--- config.mk ---
export PLATFORM = sky130hd
export DESIGN_NAME = joystick_drive_command_decoder_unit
export DESIGN_NICKNAME = d
export VERILOG_FILES = /design/src/hdl/jddc_pkg.sv /design/src/hdl/joystick_drive_command_decoder_unit.sv
export VERILOG_INCLUDE_DIRS = /design/src /design/src/hdl
export SDC_FILE = /design/constraint.sdc
export NUM_CORES = 1
export LEC_CHECK = 0
export BUFFER_PORTS_ARGS = -buffer_cell sky130_fd_sc_hd__buf_2
export CORE_UTILIZATION = 54
export CTS_CLUSTER_DIAMETER = 80
export DETAILED_ROUTE_END_ITERATION = 8
export PLACE_DENSITY = 0.77
export SLEW_MARGIN = 25
export SYNTH_ARGS = -nofsm -noshare
export SYNTH_HDL_FRONTEND = slang
export SYNTH_SLANG_ARGS = --single-unit
--- constraint.sdc ---
create_clock -name clk -period 3.82 [get_ports clk]
set_input_delay 0.764 -clock clk [delete_from_list [all_inputs] [get_ports clk]]
set_output_delay 0.764 -clock clk [all_outputs]
set_load 0.01 [all_outputs]
--- src/hdl/joystick_drive_command_decoder_unit_assert.svh ---
// Assertion macros for the joystick drive command decoder.
`ifndef JOYSTICK_DRIVE_COMMAND_DECODER_UNIT_ASSERT_SVH
`define JOYSTICK_DRIVE_COMMAND_DECODER_UNIT_ASSERT_SVH

// Same-cycle implication, checked outside reset.
`define JDDC_ASSERT_NOW(label, ante, cons) \
    label: assert property (@(posedge clk) disable iff (!rst_n) (ante) |-> (cons)) \
        else $error("jddc assertion failed");

// Next-cycle implication, checked outside reset.
`define JDDC_ASSERT_NEXT(label, ante, cons) \
    label: assert property (@(posedge clk) disable iff (!rst_n) (ante) |=> (cons)) \
        else $error("jddc assertion failed");

`endif

--- src/hdl/jddc_pkg.sv ---
package jddc_pkg;

    localparam int CFG_INDEX_W = 3;

    typedef logic [CFG_INDEX_W-1:0] cfg_index_t;

    localparam cfg_index_t CFG_ROBOT_MODE       = 3'd0;
    localparam cfg_index_t CFG_SLOW_SPEED       = 3'd1;
    localparam cfg_index_t CFG_SLOW_TURN_OFFSET = 3'd2;
    localparam cfg_index_t CFG_FAST_SPEED       = 3'd3;
    localparam cfg_index_t CFG_FAST_TURN_OFFSET = 3'd4;
    localparam cfg_index_t CFG_JOINT_SPEED      = 3'd5;
    localparam cfg_index_t CFG_SILENCE_LIMIT    = 3'd6;

    localparam int BT_L2 = 0;
    localparam int BT_L1 = 1;
    localparam int BT_R2 = 2;
    localparam int BT_R1 = 3;
    localparam int BT_RT = 4;
    localparam int BT_LT = 5;
    localparam int BT_DN = 6;
    localparam int BT_SE = 7;
    localparam int BT_ST = 8;
    localparam int BT_B4 = 9;
    localparam int BT_B3 = 10;
    localparam int BT_B2 = 11;
    localparam int BT_B1 = 12;
    localparam int BT_UP = 13;

    localparam int BUTTON_W = 14;
    localparam int GROUP_W  = 7;

    typedef logic [BUTTON_W-1:0] buttons_t;
    typedef logic signed [9:0] wheel_goal_t;
    typedef logic signed [8:0] joint_goal_t;

    localparam logic EVENT_BYTE = 1'b0;
    localparam logic EVENT_TICK = 1'b1;
    localparam logic MODE_WHEEL = 1'b0;
    localparam logic MODE_JOINT = 1'b1;

    localparam logic [7:0]  SLOW_SPEED_RESET       = 8'd64;
    localparam logic [7:0]  SLOW_TURN_OFFSET_RESET = 8'd16;
    localparam logic [7:0]  FAST_SPEED_RESET       = 8'd192;
    localparam logic [7:0]  FAST_TURN_OFFSET_RESET = 8'd48;
    localparam logic [7:0]  JOINT_SPEED_RESET      = 8'd128;
    localparam logic [15:0] SILENCE_LIMIT_RESET    = 16'd1000;
    localparam logic [15:0] QUIET_MAX              = 16'hFFFF;

endpackage

--- src/hdl/joystick_drive_command_decoder_unit.sv ---
// Joystick drive command decoder.
// Input channel (in_valid/in_ready): event_kind 0 carries a joystick byte in
// rx_byte, event_kind 1 is a one millisecond tick. Every item yields exactly one
// result item on the output channel (out_valid/out_ready) carrying the rover
// wheel goals, the six arm joint goals and the hold, override and link flags
// as they stand after that item.
// An item accepted at one edge is offered as a result from the next cycle on.
// Throughput is one item per cycle while no result waits on a stalled
// receiver; the state update is a single pass of logic from the ports into
// the state registers, which also serve as the result register.
// When the receiver stalls, the waiting result holds and in_ready drops; an
// item is taken in the same cycle that the waiting result is taken.
// Configuration (cfg_we, cfg_index, cfg_wdata) must be written only while idle,
// which the block does not enforce; indexes beyond the register list are ignored.
// Reset: all buttons released, goals zero, hold mode on, override and link off,
// quiet counter zero, registers at their default values, no result pending.
module joystick_drive_command_decoder_unit
    import jddc_pkg::*;
(
    input  logic                     clk,
    input  logic                     rst_n,
    input  logic                     in_valid,
    output logic                     in_ready,
    input  logic                     event_kind,
    input  logic [7:0]               rx_byte,
    output logic                     out_valid,
    input  logic                     out_ready,
    output logic signed [9:0]        left_goal,
    output logic signed [9:0]        right_goal,
    output logic signed [8:0]        base_goal,
    output logic signed [8:0]        shoulder_goal,
    output logic signed [8:0]        elbow_goal,
    output logic signed [8:0]        wrist_a_goal,
    output logic signed [8:0]        wrist_b_goal,
    output logic signed [8:0]        grip_goal,
    output logic                     hold_mode,
    output logic                     override_flag,
    output logic                     link_alive,
    input  logic                     cfg_we,
    input  logic [CFG_INDEX_W-1:0]   cfg_index,
    input  logic [15:0]              cfg_wdata
);

`include "joystick_drive_command_decoder_unit_assert.svh"

    logic        mode_reg;
    logic [7:0]  slow_speed_reg;
    logic [7:0]  slow_off_reg;
    logic [7:0]  fast_speed_reg;
    logic [7:0]  fast_off_reg;
    logic [7:0]  joint_speed_reg;
    logic [15:0] limit_reg;

    buttons_t    buttons_reg, buttons_next;
    logic        prev_b4_reg, prev_b4_next;
    logic        hold_reg, hold_next;
    logic        ovr_reg, ovr_next;
    wheel_goal_t left_reg, left_next;
    wheel_goal_t right_reg, right_next;
    joint_goal_t joint_reg [6];
    joint_goal_t joint_next [6];
    logic [15:0] quiet_reg, quiet_next;
    logic        link_reg, link_next;
    logic        out_valid_reg;

    logic        in_accept;
    logic        fast;
    wheel_goal_t v;
    wheel_goal_t d;
    joint_goal_t s;

    assign in_ready  = !out_valid_reg || out_ready;
    assign in_accept = in_valid && in_ready;

    always_ff @(posedge clk or negedge rst_n)
    begin
        if (!rst_n)
        begin
            mode_reg        <= MODE_WHEEL;
            slow_speed_reg  <= SLOW_SPEED_RESET;
            slow_off_reg    <= SLOW_TURN_OFFSET_RESET;
            fast_speed_reg  <= FAST_SPEED_RESET;
            fast_off_reg    <= FAST_TURN_OFFSET_RESET;
            joint_speed_reg <= JOINT_SPEED_RESET;
            limit_reg       <= SILENCE_LIMIT_RESET;
        end
        else if (cfg_we)
        begin
            case (cfg_index)
                CFG_ROBOT_MODE:       mode_reg        <= cfg_wdata[0];
                CFG_SLOW_SPEED:       slow_speed_reg  <= cfg_wdata[7:0];
                CFG_SLOW_TURN_OFFSET: slow_off_reg    <= cfg_wdata[7:0];
                CFG_FAST_SPEED:       fast_speed_reg  <= cfg_wdata[7:0];
                CFG_FAST_TURN_OFFSET: fast_off_reg    <= cfg_wdata[7:0];
                CFG_JOINT_SPEED:      joint_speed_reg <= cfg_wdata[7:0];
                CFG_SILENCE_LIMIT:    limit_reg       <= cfg_wdata;
                default:              ;
            endcase
        end
    end

    assign s = signed'({1'b0, joint_speed_reg});

    always_comb
    begin
        buttons_next = buttons_reg;
        prev_b4_next = prev_b4_reg;
        hold_next    = hold_reg;
        ovr_next     = ovr_reg;
        left_next    = left_reg;
        right_next   = right_reg;
        for (int j = 0; j < 6; j++)
        begin
            joint_next[j] = joint_reg[j];
        end
        quiet_next   = quiet_reg;
        link_next    = link_reg;
        fast         = 1'b0;
        v            = '0;
        d            = '0;

        if (event_kind == EVENT_BYTE)
        begin
            if (rx_byte[7])
            begin
                buttons_next[BUTTON_W-1:GROUP_W] = rx_byte[GROUP_W-1:0];
            end
            else
            begin
                buttons_next[GROUP_W-1:0] = rx_byte[GROUP_W-1:0];
            end
            quiet_next = '0;
            link_next  = 1'b1;

            fast = buttons_next[BT_R2];
            v    = signed'({2'b00, fast ? fast_speed_reg : slow_speed_reg});
            d    = signed'({2'b00, fast ? fast_off_reg : slow_off_reg});

            if (mode_reg == MODE_WHEEL)
            begin
                ovr_next = buttons_next[BT_B2];
                if (buttons_next[BT_UP] && buttons_next[BT_LT])
                begin
                    left_next  = v - d;
                    right_next = v + d;
                end
                else if (buttons_next[BT_UP] && buttons_next[BT_RT])
                begin
                    left_next  = v + d;
                    right_next = v - d;
                end
                else if (buttons_next[BT_DN] && buttons_next[BT_LT])
                begin
                    left_next  = d - v;
                    right_next = -v - d;
                end
                else if (buttons_next[BT_DN] && buttons_next[BT_RT])
                begin
                    left_next  = -v - d;
                    right_next = d - v;
                end
                else if (buttons_next[BT_UP])
                begin
                    left_next  = v;
                    right_next = v;
                end
                else if (buttons_next[BT_DN])
                begin
                    left_next  = -v;
                    right_next = -v;
                end
                else if (buttons_next[BT_LT])
                begin
                    left_next  = -v;
                    right_next = v;
                end
                else if (buttons_next[BT_RT])
                begin
                    left_next  = v;
                    right_next = -v;
                end
                else
                begin
                    left_next  = '0;
                    right_next = '0;
                end
            end

            if (!prev_b4_reg && buttons_next[BT_B4])
            begin
                hold_next = !hold_reg;
            end
            prev_b4_next = buttons_next[BT_B4];

            if (mode_reg == MODE_JOINT)
            begin
                hold_next = 1'b1;
                if (buttons_next[BT_B1]) joint_next[5] = s;
                if (buttons_next[BT_B3]) joint_next[5] = -s;
                if (buttons_next[BT_RT])
                begin
                    joint_next[3] = s;
                    joint_next[4] = s;
                end
                if (buttons_next[BT_LT])
                begin
                    joint_next[3] = -s;
                    joint_next[4] = -s;
                end
                if (buttons_next[BT_UP])
                begin
                    joint_next[3] = -s;
                    joint_next[4] = s;
                end
                if (buttons_next[BT_DN])
                begin
                    joint_next[3] = s;
                    joint_next[4] = -s;
                end
                if (buttons_next[BT_L1]) joint_next[2] = -s;
                if (buttons_next[BT_L2]) joint_next[2] = s;
                if (buttons_next[BT_R1]) joint_next[1] = s;
                if (buttons_next[BT_R2]) joint_next[1] = -s;
                if (buttons_next[BT_B2]) joint_next[0] = -s;
                if (buttons_next[BT_B4]) joint_next[0] = s;
            end
        end
        else
        begin
            if (quiet_reg != QUIET_MAX)
            begin
                quiet_next = quiet_reg + 16'd1;
            end
            if (quiet_next > limit_reg)
            begin
                left_next  = '0;
                right_next = '0;
                link_next  = 1'b0;
            end
        end
    end

    always_ff @(posedge clk or negedge rst_n)
    begin
        if (!rst_n)
        begin
            buttons_reg <= '0;
            prev_b4_reg <= 1'b0;
            hold_reg    <= 1'b1;
            ovr_reg     <= 1'b0;
            left_reg    <= '0;
            right_reg   <= '0;
            for (int j = 0; j < 6; j++)
            begin
                joint_reg[j] <= '0;
            end
            quiet_reg   <= '0;
            link_reg    <= 1'b0;
        end
        else if (in_accept)
        begin
            buttons_reg <= buttons_next;
            prev_b4_reg <= prev_b4_next;
            hold_reg    <= hold_next;
            ovr_reg     <= ovr_next;
            left_reg    <= left_next;
            right_reg   <= right_next;
            for (int j = 0; j < 6; j++)
            begin
                joint_reg[j] <= joint_next[j];
            end
            quiet_reg   <= quiet_next;
            link_reg    <= link_next;
        end
    end

    // hold the result until taken; a new item refills the slot
    always_ff @(posedge clk or negedge rst_n)
    begin
        if (!rst_n)
        begin
            out_valid_reg <= 1'b0;
        end
        else if (in_accept)
        begin
            out_valid_reg <= 1'b1;
        end
        else if (out_ready)
        begin
            out_valid_reg <= 1'b0;
        end
    end

    assign out_valid     = out_valid_reg;
    assign left_goal     = left_reg;
    assign right_goal    = right_reg;
    assign base_goal     = joint_reg[0];
    assign shoulder_goal = joint_reg[1];
    assign elbow_goal    = joint_reg[2];
    assign wrist_a_goal  = joint_reg[3];
    assign wrist_b_goal  = joint_reg[4];
    assign grip_goal     = joint_reg[5];
    assign hold_mode     = hold_reg;
    assign override_flag = ovr_reg;
    assign link_alive    = link_reg;

    `JDDC_ASSERT_NEXT(a_accept_gives_result, in_accept, out_valid)
    `JDDC_ASSERT_NEXT(a_state_holds_when_idle, !in_accept,
                      $stable(hold_mode) && $stable(left_goal) && $stable(link_alive))
    `JDDC_ASSERT_NEXT(a_arm_forces_hold,
                      in_accept && event_kind == EVENT_BYTE && mode_reg == MODE_JOINT,
                      hold_mode)
    `JDDC_ASSERT_NEXT(a_dead_link_stays_quiet,
                      in_accept && event_kind == EVENT_TICK && !link_alive,
                      !link_alive && left_goal == 10'sd0 && right_goal == 10'sd0)
    `JDDC_ASSERT_NEXT(a_byte_wakes_link, in_accept && event_kind == EVENT_BYTE, link_alive)

endmodule
; After elaboration in Yosys (flattened, before gate mapping)
; Index checks and enable logic that the tools add are counted.
[op_classes]
n_addsub = 7
multipliers = 0
n_div = 0
order_cmp = 1
eq_ne = 9
shifts = 0
mux = 48
bitwise_logic = 2
reduce_logical = 35
[op_table]
columns = operator, count
row1 = two-way mux 10 bit, 20
row2 = two-way mux 18 bit, 4
row3 = two-way mux 9 bit, 8
row4 = two-way mux 16 bit, 3
row5 = two-way mux 7 bit, 4
row6 = two-way mux 8 bit, 3
row7 = AND reduction 4 bit, 5
row8 = AND reduction 2 bit, 9
row9 = subtractor 8 x 8 -> 9 bit, 2
row10 = "adder 16 x 1 -> 16 bit, second input constant", 1
row11 = greater-than comparator 16 bit, 1
row12 = "!= test 16 bit, second input constant", 1
row13 = nonzero test 2 bit, 6
row14 = negator 8 -> 10 bit, 1
row15 = subtractor 10 x 9 -> 10 bit, 1
row16 = adder 8 x 8 -> 9 bit, 1
row17 = "== test 3 bit, second input constant", 3
row18 = negator 8 -> 9 bit, 1
row19 = AND reduction 3 bit, 3
row20 = "== test 3 x 2 -> 1 bit, second input constant", 2
row21 = logical AND 1 bit, 6
row22 = two-way mux 1 bit, 6
row23 = nonzero test 4 bit, 1
row24 = "== test 3 x 1 -> 1 bit, second input constant", 1
row25 = other kinds (6), 9
[word_totals]
reg_bits = 164
latch_bits = 0
ram_bits = 0
rom_bits = 0
in_bits = 33
output_inout_bits = 79
wordCells = 124
n_memories = 0

; Longest topological paths before layout
; Gate-level depths: netlist of the first run.
[depth]
word_depth = 14
mapped_depth = 18
depth_no_buf = 15

; Worst setup path after synthesis of the first run
; OpenSTA, ideal clock, no wires.
[synth_path]
kind = input -> register
start = input port rx_byte[7]
end = register right_reg[9] (netlist: right_goal[9])
setup_ns = 0.131
arrival_time_ns = 4.264
t_required_ns = 3.689
setup_slack_ns = -0.575
cell_stages = 16
path_buffers = 3
cell_sequence = buf_6 -> mux2i_4 -> buf_2 -> mux2_2 -> inv_1 -> ha_1 -> buf_2 -> nand2_1 -> xnor2_1 -> ha_1 -> or2_2 -> or4_1 -> a311oi_1 -> xor2_1 -> nor4_1 -> o21ai_0
[synth_via]
elab_chain_cells = 14
elab_cells_between_ends = 24
cone_classes = 4 x add/sub / 16 x mux / 4 x reduce/logical
[synth_lines]
columns = element, line_no
row1 = "start, declared", joystick_drive_command_decoder_unit.sv:25  ; input logic [7:0] rx_byte,
row2 = "parallel branches: the longest is 11 deep, another holds negator 8 -> 10 bit", --
row3 = two-way mux 10 bit (*), joystick_drive_command_decoder_unit.sv:142  ; if (buttons_next[BT_UP] && buttons_next[BT_LT])
row4 = two-way mux 10 bit (*), joystick_drive_command_decoder_unit.sv:139  ; if (mode_reg == MODE_WHEEL)
row5 = two-way mux 10 bit (*), joystick_drive_command_decoder_unit.sv:122  ; if (event_kind == EVENT_BYTE)
row6 = "end signal, assigned", joystick_drive_command_decoder_unit.sv:267  ; right_reg <= right_next;
row7 = "end, declared", joystick_drive_command_decoder_unit.sv:59  ; wheel_goal_t right_reg, right_next;
; Every way passes the cells marked *. The select of a mux whose other input is x is not followed.
; A chain may end at the register's enable or synchronous reset.

; Final worst setup path of the first run
[layout_path]
start = input port rx_byte[7]
end = register left_reg[8] (netlist: left_goal[8])
[layout_via]
elab_chain_cells = 13
elab_cells_between_ends = 24
cone_classes = 5 x add/sub / 15 x mux / 4 x reduce/logical
[layout_lines]
columns = element, line_no
row1 = "parallel branches: the longest is 10 deep, another holds negator 8 -> 10 bit", --
row2 = two-way mux 10 bit (*), joystick_drive_command_decoder_unit.sv:142
row3 = two-way mux 10 bit (*), joystick_drive_command_decoder_unit.sv:139
row4 = two-way mux 10 bit (*), joystick_drive_command_decoder_unit.sv:122
row5 = "end signal, assigned", joystick_drive_command_decoder_unit.sv:266  ; left_reg <= left_next;
row6 = "end, declared", joystick_drive_command_decoder_unit.sv:58  ; wheel_goal_t left_reg, left_next;
; Marked as above.

==> summary.md, run 1 <==
| Metric | Value |
|---|---|
| Distinct cell type count after synthesis | `between 70 and 80` |
| Crit path required time | `4.12 ns` |
| Rel. slew slack | `0.360` |
| Post-synthesis async set-or-reset flop share | `1.00` |
| Final nets | `roughly 1,400` |
| Yosys top cell area share | `0.351` |
| Post-synthesis cell area | `~10,000 sq um` |
| Pin count of the biggest net entering global routing | `84` |
| Synthesized area per cell | `roughly 9.2 sq um` |
| Average vias per placed instance | `between 5 and 6` |
| CTS Root Buffer Type | `sky130_fd_sc_hd__clkbuf_16` |
| Horizontal die dimension | `141 microns` |
| End-of-flow core utilization | `0.680` |
| Sink count of the clock tree | `161` |
| Share of the synthesized area in compound gates (AO/OA/AOI/OAI) | `0.177` |
| Clock power share | `0.183` |
| Commonest cells after routing, fill and taps aside | `145 x sky130_fd_sc_hd__dfrtp_1, 118 x sky130_fd_sc_hd__nor2_1, 118 x sky130_fd_sc_hd__buf_4` |
| Sequential share of the synthesized area | `0.386` |
| Total nets after synthesis | `1,221` |
| CTS hold repair buffers | `0` |
| Setup TNS | `0 ns` |
| Die outline height | `141 microns` |
| GP Congestion | `roughly 1.0` |
| Kind of critical path | `primary input to flop` |
| Maximum clock path buffer count | `2` |
| Core Footprint | `18,900 sq um` |
| Largest family of logic cells by synthesized area | `compound AO/OA/AOI/OAI gates` |
| Max Clock Skew | `0.0149 ns` |
| Power per cell area | `740 nW/um^2` |
| Least setup slack across all paths after layout | `0.235 ns` |
| Combinational share of power | `0.532` |
| Final Critical Period | `3.59 ns` |
| Antenna diode count | `0` |
| Transition time at the pin with the least slew margin | `0.954 ns` |
| Primary flip-flop cell chosen by synthesis mapping | `sky130_fd_sc_hd__dfrtp_1` |
| Detailed-route DRC error count | `0` |
| Tcrit/Tclk final | `0.939` |
| Detailed Place HPWL | `between 20,000 and 25,000 microns` |
| Hold crit path type | `primary input to asynchronous set/reset pin` |
| Worst skew pair latency | `0.43 ns` |
| Worst-path clk slew | `0.08 ns` |
| Xor and xnor fraction of the mapped netlist area | `0.0577` |
| Ordered list of cells on the worst path | `buf_2 -> mux2i_4 -> buf_12 -> buf_12 -> mux2_2 -> ha_1 -> buf_4 -> a21oi_1 -> o21bai_2 -> a311oi_1 -> o21bai_1 -> a2111oi_2 -> nand2_1 -> o311ai_0` |
| Count of pins over their slew limit | `0` |
| Register share of total power | `0.285` |
| Share of synthesized area spent on multiplexers | `0.121` |
| Worst-case reg-to-reg path depth | `17` |
| Inserted Clock Buffers | `17` |
| Switching part of the total | `0.417` |
| Power dissipated by switching net loads | `0.00396 W` |
| Buffers added on ports | `111` |
| Final global-route overflow total | `0` |
| Antenna Violating Nets Remaining | `0` |
| H-Tree Level Count | `4` |
| Total internal power | `approximately 0.0055 W` |
| Starting utilization of the core area | `0.555` |
| Initial antenna violation count | `0` |
| Overall routing resource usage | `0.321` |
| Count of buffer and inverter cells on the critical path | `4` |
| IO Pins | `112` |
| Slowest CP cell | `sky130_fd_sc_hd__a2111oi_2` |
| Share of final-layout standard cells stronger than drive strength 1 | `0.301` |
| Yosys warns | `0` |
| Largest stage delay on the critical path | `0.41 ns` |
| Critical path capture point type | `flop` |
| Startpoint type of the worst setup path | `primary input` |
| Detailed-route via count | `~9,500` |
| Commonest non-fill, non-tap cell in the layout | `sky130_fd_sc_hd__dfrtp_1` |
| Pre-CTS setup slack | `-0.267 ns` |
| Biggest area consumer among synthesized cells | `sky130_fd_sc_hd__dfrtp_1` |
| Vias in the first global route | `9,041` |
| Maximum clock rate | `approximately 280 MHz` |
| Layout area overhead | `22.6%` |
| Stages on worst setup path | `14` |
| Clock tree from TritonCTS | `built` |
| Critical path's most frequent cell | `sky130_fd_sc_hd__buf_12` |
| Detailed Routing Iterations Pass 1 | `7` |
| Max Fanout on Critical Path | `21` |
| Area share of and/or/nand/nor cells after synthesis | `0.150` |
| Post-synth EDFFs | `0` |
| Reported leakage power | `5.86 nW` |
| DR WL/cell | `19.3 microns` |
| Signal arrival time at the worst endpoint | `3.89 ns` |
| Fill count | `1,530` |
| Num rows | `50` |
| Wire length of the first global-routing pass | `49,300 microns` |
| Number of max-capacitance violations reported | `0` |
| Count of final hold-check violations | `0` |
| Die Area | `~20,000 sq um` |
| Top area cells in the synthesized netlist | `sky130_fd_sc_hd__dfrtp_1 35%, sky130_fd_sc_hd__mux2_2 9.0%, sky130_fd_sc_hd__ha_1 6.0%` |
| Number of storage elements in the synthesis netlist | `around 160` |
| Syn Inst Count | `between 1,000 and 1,500` |
| Drt total wl | `31,000 microns` |
| Largest vdd supply drop | `0.404 mV` |
| Run status | `completed` |
| Cell type group with the largest total delay on the critical path | `compound AO/OA/AOI/OAI gates` |
| Finish-stage setup viols | `0` |
| Share of synthesized cell area in full adder, half adder and majority cells | `0.0673` |
| Iteration-0 DRC count of the detailed router | `754` |
==> worst register-to-register path, stage by stage, from the launching register on <==
cell and delay [ns]:
sky130_fd_sc_hd__dfrtp_2 0.42, sky130_fd_sc_hd__nand4_1 0.11, sky130_fd_sc_hd__buf_4 0.17, sky130_fd_sc_hd__nor3_2 0.24, sky130_fd_sc_hd__and3_1 0.24, sky130_fd_sc_hd__and2_1 0.21
sky130_fd_sc_hd__o2111ai_1 0.17, sky130_fd_sc_hd__inv_1 0.09, sky130_fd_sc_hd__nor2_1 0.06, sky130_fd_sc_hd__ha_1 0.32, sky130_fd_sc_hd__nand4_1 0.17, sky130_fd_sc_hd__nor2_2 0.17
sky130_fd_sc_hd__o211a_1 0.15, sky130_fd_sc_hd__o31ai_1 0.07, sky130_fd_sc_hd__buf_4 0.16, sky130_fd_sc_hd__o21a_1 0.20, sky130_fd_sc_hd__buf_12 0.16, sky130_fd_sc_hd__a221o_1 0.35
==> routing by layer <==
| metal | up-vias | wire length (microns) | track usage |
|---|---|---|---|
| li1 | 4469 | - | - |
| met2 | 409 | 13800 | 0.494 |
| met1 | 4572 | 14400 | 0.469 |
| met4 | 0 | 548 | 0.0870 |
| met5 | - | 0 | 0 |
| met3 | 40 | 2210 | 0.0523 |
==> final cells by class <==
type / count / area [sq um] / share of cell area
timing repair buffer: 233 / 1530 / 0.119
clock inverter: 15 / 185 / 0.0144
sequential: 161 / 4050 / 0.315
clock buffer: 17 / 425 / 0.0331
tap: 260 / 325 / 0.0253
inverter: 51 / 193 / 0.0150
multi-input combinational: 866 / 6140 / 0.478
==> power groups by stage <==
stage,clock [W],combinational (W),sequential [W]
6_report,0.00174,0.00506,0.00271
5_1_grt,0.00184,0.00551,0.00278
4_1_cts,0.00176,0.00497,0.00271
3_5_place_dp,0,0.00495,0.00274
3_3_place_gp,0,0.00489,0.00271
2_1_floorplan,0,0.00282,0.00277
==> cell families (layout without fill, tap and decap cells) <==
family | count (synthesis) | after routing
adders and majority gates | 54 | 54
DFF | 161 | 161
muxes | 113 | 113
AOI/OAI and AO/OA | 289 | 289
and+or+nand+nor | 341 | 341
xor gates and xnor gates | 69 | 69
buffers and inverters | 107 | 316
==> timing repair <==
action,CTS,global route
setup endpoints to repair,0,19
endpoints found under the hold margin,0,0
setup buffers,0,3
resized for setup,0,9
==> through the flow <==
| step | hold slack (ns) | instance area (sq um) | instances | total power (W) |
|---|---|---|---|---|
| after floorplan | 0.468 | 10600 | 1134 | 0.00558 |
| after global placement | 0.456 | 12200 | 1568 | 0.00761 |
| after detailed placement | 0.466 | 12200 | 1568 | 0.00769 |
| after CTS | 0.299 | 12800 | 1600 | 0.00944 |
| after global routing | 0.309 | 12800 | 1603 | 0.0101 |
| final | 0.287 | 12800 | 1603 | 0.00951 |
==> cells in the mapped netlist (8+ instances only) <==
master and count:
sky130_fd_sc_hd__a21oi_1 72, sky130_fd_sc_hd__a22o_1 10, sky130_fd_sc_hd__and3_1 9, sky130_fd_sc_hd__buf_2 8, sky130_fd_sc_hd__clkbuf_1 40, sky130_fd_sc_hd__dfrtp_1 147, sky130_fd_sc_hd__dfstp_2 14, sky130_fd_sc_hd__ha_1 50
sky130_fd_sc_hd__inv_1 47, sky130_fd_sc_hd__mux2_2 84, sky130_fd_sc_hd__mux2i_1 26, sky130_fd_sc_hd__nand2_1 109, sky130_fd_sc_hd__nand2b_1 8, sky130_fd_sc_hd__nand3_1 14, sky130_fd_sc_hd__nor2_1 119, sky130_fd_sc_hd__nor3_1 26
sky130_fd_sc_hd__nor4_1 9, sky130_fd_sc_hd__o21a_1 8, sky130_fd_sc_hd__o21ai_0 92, sky130_fd_sc_hd__o221ai_1 9, sky130_fd_sc_hd__o31ai_1 9, sky130_fd_sc_hd__or3_1 8, sky130_fd_sc_hd__xnor2_1 60, sky130_fd_sc_hd__xor2_1 9
==> final timing paths <==
check | endpoint | slack [ns] | startpoint
max | left_goal[8] | 0.23 | rx_byte[7]
max reg2reg | right_goal[8] | 0.25 | quiet_reg[8]
max in group asynchronous | fast_off_reg[4] | 2.64 | rst_n
min reg2reg | right_goal[5] | 0.48 | right_goal[5]
min | left_goal[7] | 0.29 | rst_n
min in group clk | right_goal[5] | 0.48 | right_goal[5]
Power figures use the tool's default switching activity.
==> run 2: changes to the inputs <==
ABC_AREA = 1   (was default)
clock period = 3.2 ns   (was 3.82 ns; I/O delays follow)
==> run 2 against run 1 <==
Compared with the run above:
- the run now ends with negative setup slack left
- clock power up 21%
- combinational power down 12%
- global-route usage down 0.26 points
- sequential power increased by 14%
- clock skew about the same
- via count rose by 9.6%
- largest cell class unchanged
==> summary.md, run 2 <==
| Metric | Value |
|---|---|
| Run status | `finished, violations left` |
| Violated checks | `negative setup slack` |
| Vias in the first global route | `9,788 (+8.3%)` |
| Power per cell area | `745 nW/um^2 (+0.62%)` |
| Biggest area consumer among synthesized cells | `sky130_fd_sc_hd__dfrtp_1` |
| Overall routing resource usage | `0.319 (-0.00255)` |
| Pre-CTS setup slack | `-0.243 ns (+0.0242 ns)` |
| Sequential share of the synthesized area | `0.388 (+0.00162)` |
| Final global-route overflow total | `0 (unchanged)` |
| Post-synth EDFFs | `0 (unchanged)` |
| Crit path required time | `3.52 ns (-0.60 ns)` |
| Number of storage elements in the synthesis netlist | `161 (unchanged)` |
| Antenna Violating Nets Remaining | `0 (unchanged)` |
| Count of pins over their slew limit | `0 (unchanged)` |
| DR WL/cell | `16.2 microns (-16%)` |
| Final Critical Period | `3.28 ns` |
| Finish-stage setup viols | `19 (+19)` |
| Met3 track demand over resource in global routing | `0.0598 (+0.00747)` |
| Layout area overhead | `23.8%` |
| Hold crit path type | `primary input to asynchronous set/reset pin` |
| Slowest CP cell | `sky130_fd_sc_hd__dfrtp_1` |
| Worst setup startpoint | `quiet_reg[1]` |
| Buffers added on ports | `111 (unchanged)` |
| Number of max-capacitance violations reported | `0 (unchanged)` |
| Post-synthesis async set-or-reset flop share | `1.00 (unchanged)` |
| Critical path's most frequent cell | `sky130_fd_sc_hd__nand2_2` |
| GP Congestion | `0.980 (-2.7%)` |
| Die Area | `19,900 sq um (-0.42%)` |
| Reported leakage power | `6.88 nW (+17%)` |
| H-Tree Level Count | `4 (unchanged)` |
| Signal arrival time at the worst endpoint | `3.60 ns (-0.29 ns)` |
| Largest stage delay on the critical path | `0.35 ns (-0.06 ns)` |
| Top area cells in the synthesized netlist | `sky130_fd_sc_hd__dfrtp_1 35%, sky130_fd_sc_hd__nand2_1 14%, sky130_fd_sc_hd__o21ai_0 8.2%` |
| Commonest cells after routing, fill and taps aside | `370 x sky130_fd_sc_hd__nand2_1, 183 x sky130_fd_sc_hd__inv_1, 167 x sky130_fd_sc_hd__o21ai_0` |
| RSZ-0062 raised after global routing | `true` |
| Inserted Clock Buffers | `17 (unchanged)` |
| Distinct cell type count after synthesis | `50 (-32%)` |
| Maximum clock rate | `304 MHz` |
| Transition time at the pin with the least slew margin | `0.936 ns (-0.0181 ns)` |
| Die outline height | `141 microns (-0.21%)` |
| Count of final hold-check violations | `0 (unchanged)` |
| Share of final-layout standard cells stronger than drive strength 1 | `0.236 (-0.0653)` |
| Worst-path clk slew | `0.08 ns (about the same)` |
| Initial antenna violation count | `0 (unchanged)` |
| Primary flip-flop cell chosen by synthesis mapping | `sky130_fd_sc_hd__dfrtp_1` |
| Commonest non-fill, non-tap cell in the layout | `sky130_fd_sc_hd__nand2_1` |
| Cell area reported after detailed placement | `12,100 sq um (-0.83%)` |
| Post-route cell area | `12,900 sq um (+0.60%)` |
| Starting utilization of the core area | `0.554 (about the same)` |
| Worst-case reg-to-reg path depth | `25 (+8)` |
| Antenna diode count | `0 (unchanged)` |
| GR Util met1 | `0.426 (-0.0430)` |
| Kind of critical path | `flop to flop` |
| Sum of internal, switching and leakage power | `0.00963 W (+1.2%)` |
| Tcrit/Tclk final | `1.03` |
| Iteration-0 DRC count of the detailed router | `856 (+14%)` |
| Clock tree from TritonCTS | `built` |
| Startpoint type of the worst setup path | `flop` |
| Final nets | `1,734 (+22%)` |
| Synthesized area per cell | `7.27 sq um (-21%)` |
| Detailed Place HPWL | `22,800 microns (-2.2%)` |
| Wire length of the first global-routing pass | `49,300 microns (about the same)` |
| Horizontal die dimension | `141 microns (-0.21%)` |
| Pin count of the biggest net entering global routing | `63 (-25%)` |
| Sink count of the clock tree | `161 (unchanged)` |
| Critical path capture point type | `flop` |
| Yosys warns | `0 (unchanged)` |
| Drt total wl | `31,100 microns (+0.49%)` |
| CTS Root Buffer Type | `sky130_fd_sc_hd__clkbuf_16` |
| Worst R2R Start | `quiet_reg[1]` |
| Grt peak-use layer | `met2` |
| Max Fanout on Critical Path | `6 (-71%)` |
| Max Clock Skew | `0.0153 ns (+0.000399 ns)` |
| Least setup slack across all paths after layout | `-0.0842 ns (-0.319 ns)` |
| Num rows | `50 (unchanged)` |
| Largest vdd supply drop | `0.448 mV (+11%)` |
| Global-route track usage on met2 | `0.515 (+0.0208)` |
| Detailed-route via count | `10,400 (+9.6%)` |
| CTS hold repair buffers | `0 (unchanged)` |
| Average vias per placed instance | `5.42 (-8.5%)` |
| Yosys top cell area share | `0.352 (+0.00147)` |
| Post-synthesis cell area | `10,400 sq um (-0.42%)` |
| Rel. slew slack | `0.374 (+0.0148)` |
| Worst skew pair latency | `0.44 ns (about the same)` |
| Total nets after synthesis | `1,523 (+25%)` |
| Maximum clock path buffer count | `2 (unchanged)` |
| Setup TNS | `-1.12 ns (-1.12 ns)` |
| Core Footprint | `18,800 sq um (-0.33%)` |
| Synth top cells by count | `400 x sky130_fd_sc_hd__nand2_1, 186 x sky130_fd_sc_hd__inv_1, 171 x sky130_fd_sc_hd__o21ai_0` |
| Count leader, synth | `sky130_fd_sc_hd__nand2_1` |
| Syn Inst Count | `1,436 (+27%)` |
| Detailed Routing Iterations Pass 1 | `5 (-2)` |
| IO Pins | `112 (unchanged)` |
| Detailed-route DRC error count | `0 (unchanged)` |
-- run 2: worst paths after layout --
kind,end,slack (ns)
hold / removal,buttons_reg[1],0.16
setup reg to reg,right_goal[1],-0.08
setup / recovery,right_goal[1],-0.08
min in group clk,limit_reg[9],0.44
max in group asynchronous,limit_reg[3],2.24
hold reg to reg,right_goal[9],0.48
-- run 2: final cells by class --
type / count / area (sq um)
clock buffers: 17 / 425
clock inverters: 15 / 181
fillers: 1560 / 5900
inverters: 206 / 773
multi-input cells: 1026 / 5580
flip-flops and latches: 161 / 4050
well taps: 260 / 325
repair buffers: 235 / 1600
-- run 2: worst max-delay path, delay by kind of cell (launching register included) --
| family | cells | cell delay [ns] |
|---|---|---|
| XOR/XNOR | 1 | 0.16 |
| flip-flops | 1 | 0.35 |
| adder cells (fa/ha/maj) | 2 | 0.45 |
| buffers and inverters | 6 | 0.64 |
| AND/OR/NAND/NOR | 16 | 1.57 |
-- run 2: stage by stage --
step	hold WS [ns]	cells	util
floorplan	0.344	1436	-
global placement	0.458	1883	0.641
detailed placement	0.461	1883	0.641
CTS	0.174	1915	0.674
global route	0.204	1920	0.686
finish	0.162	1920	0.686
-- run 2: repair_timing --
item	4_1_cts	5_1_grt
setup endpoints to repair	19	20
cloned	0	3
gates resized for setup	2	53
endpoints found under the hold margin	0	0
pin swaps	0	25
buffers inserted	0	2
-- run 2: logic make-up (layout without fill, tap and decap cells) --
| group | count (synthesis) | after routing | synth area share |
|---|---|---|---|
| AND/OR/NAND/NOR | 620 | 620 | 0.256 |
| flip-flops | 161 | 161 | 0.388 |
| XOR/XNOR | 30 | 30 | 0.0259 |
| adder cells (fa/ha/maj) | 54 | 54 | 0.0676 |
| buffers and inverters | 249 | 473 | 0.0941 |
| AO/OA/AOI/OAI | 322 | 322 | 0.168 |
-- run 2: per-layer routing --
metal  vias to the layer above  wire length [microns]
li1                       5047                      -
met1                      4874                  13500
met2                       407                  14600
met3                        77                   1980
met4                         0                   1040
met5                         -                      0
-- run 2: report_power, final --
| part | total [W] | switching [W] | internal, W |
|---|---|---|---|
| Clock | 0.00210 | 0.00104 | 0.00107 |
| Sequential | 0.00308 | 0.000417 | 0.00266 |
| Combinational | 0.00445 | 0.00269 | 0.00176 |
| Total | 0.00963 | 0.00414 | 0.00549 |
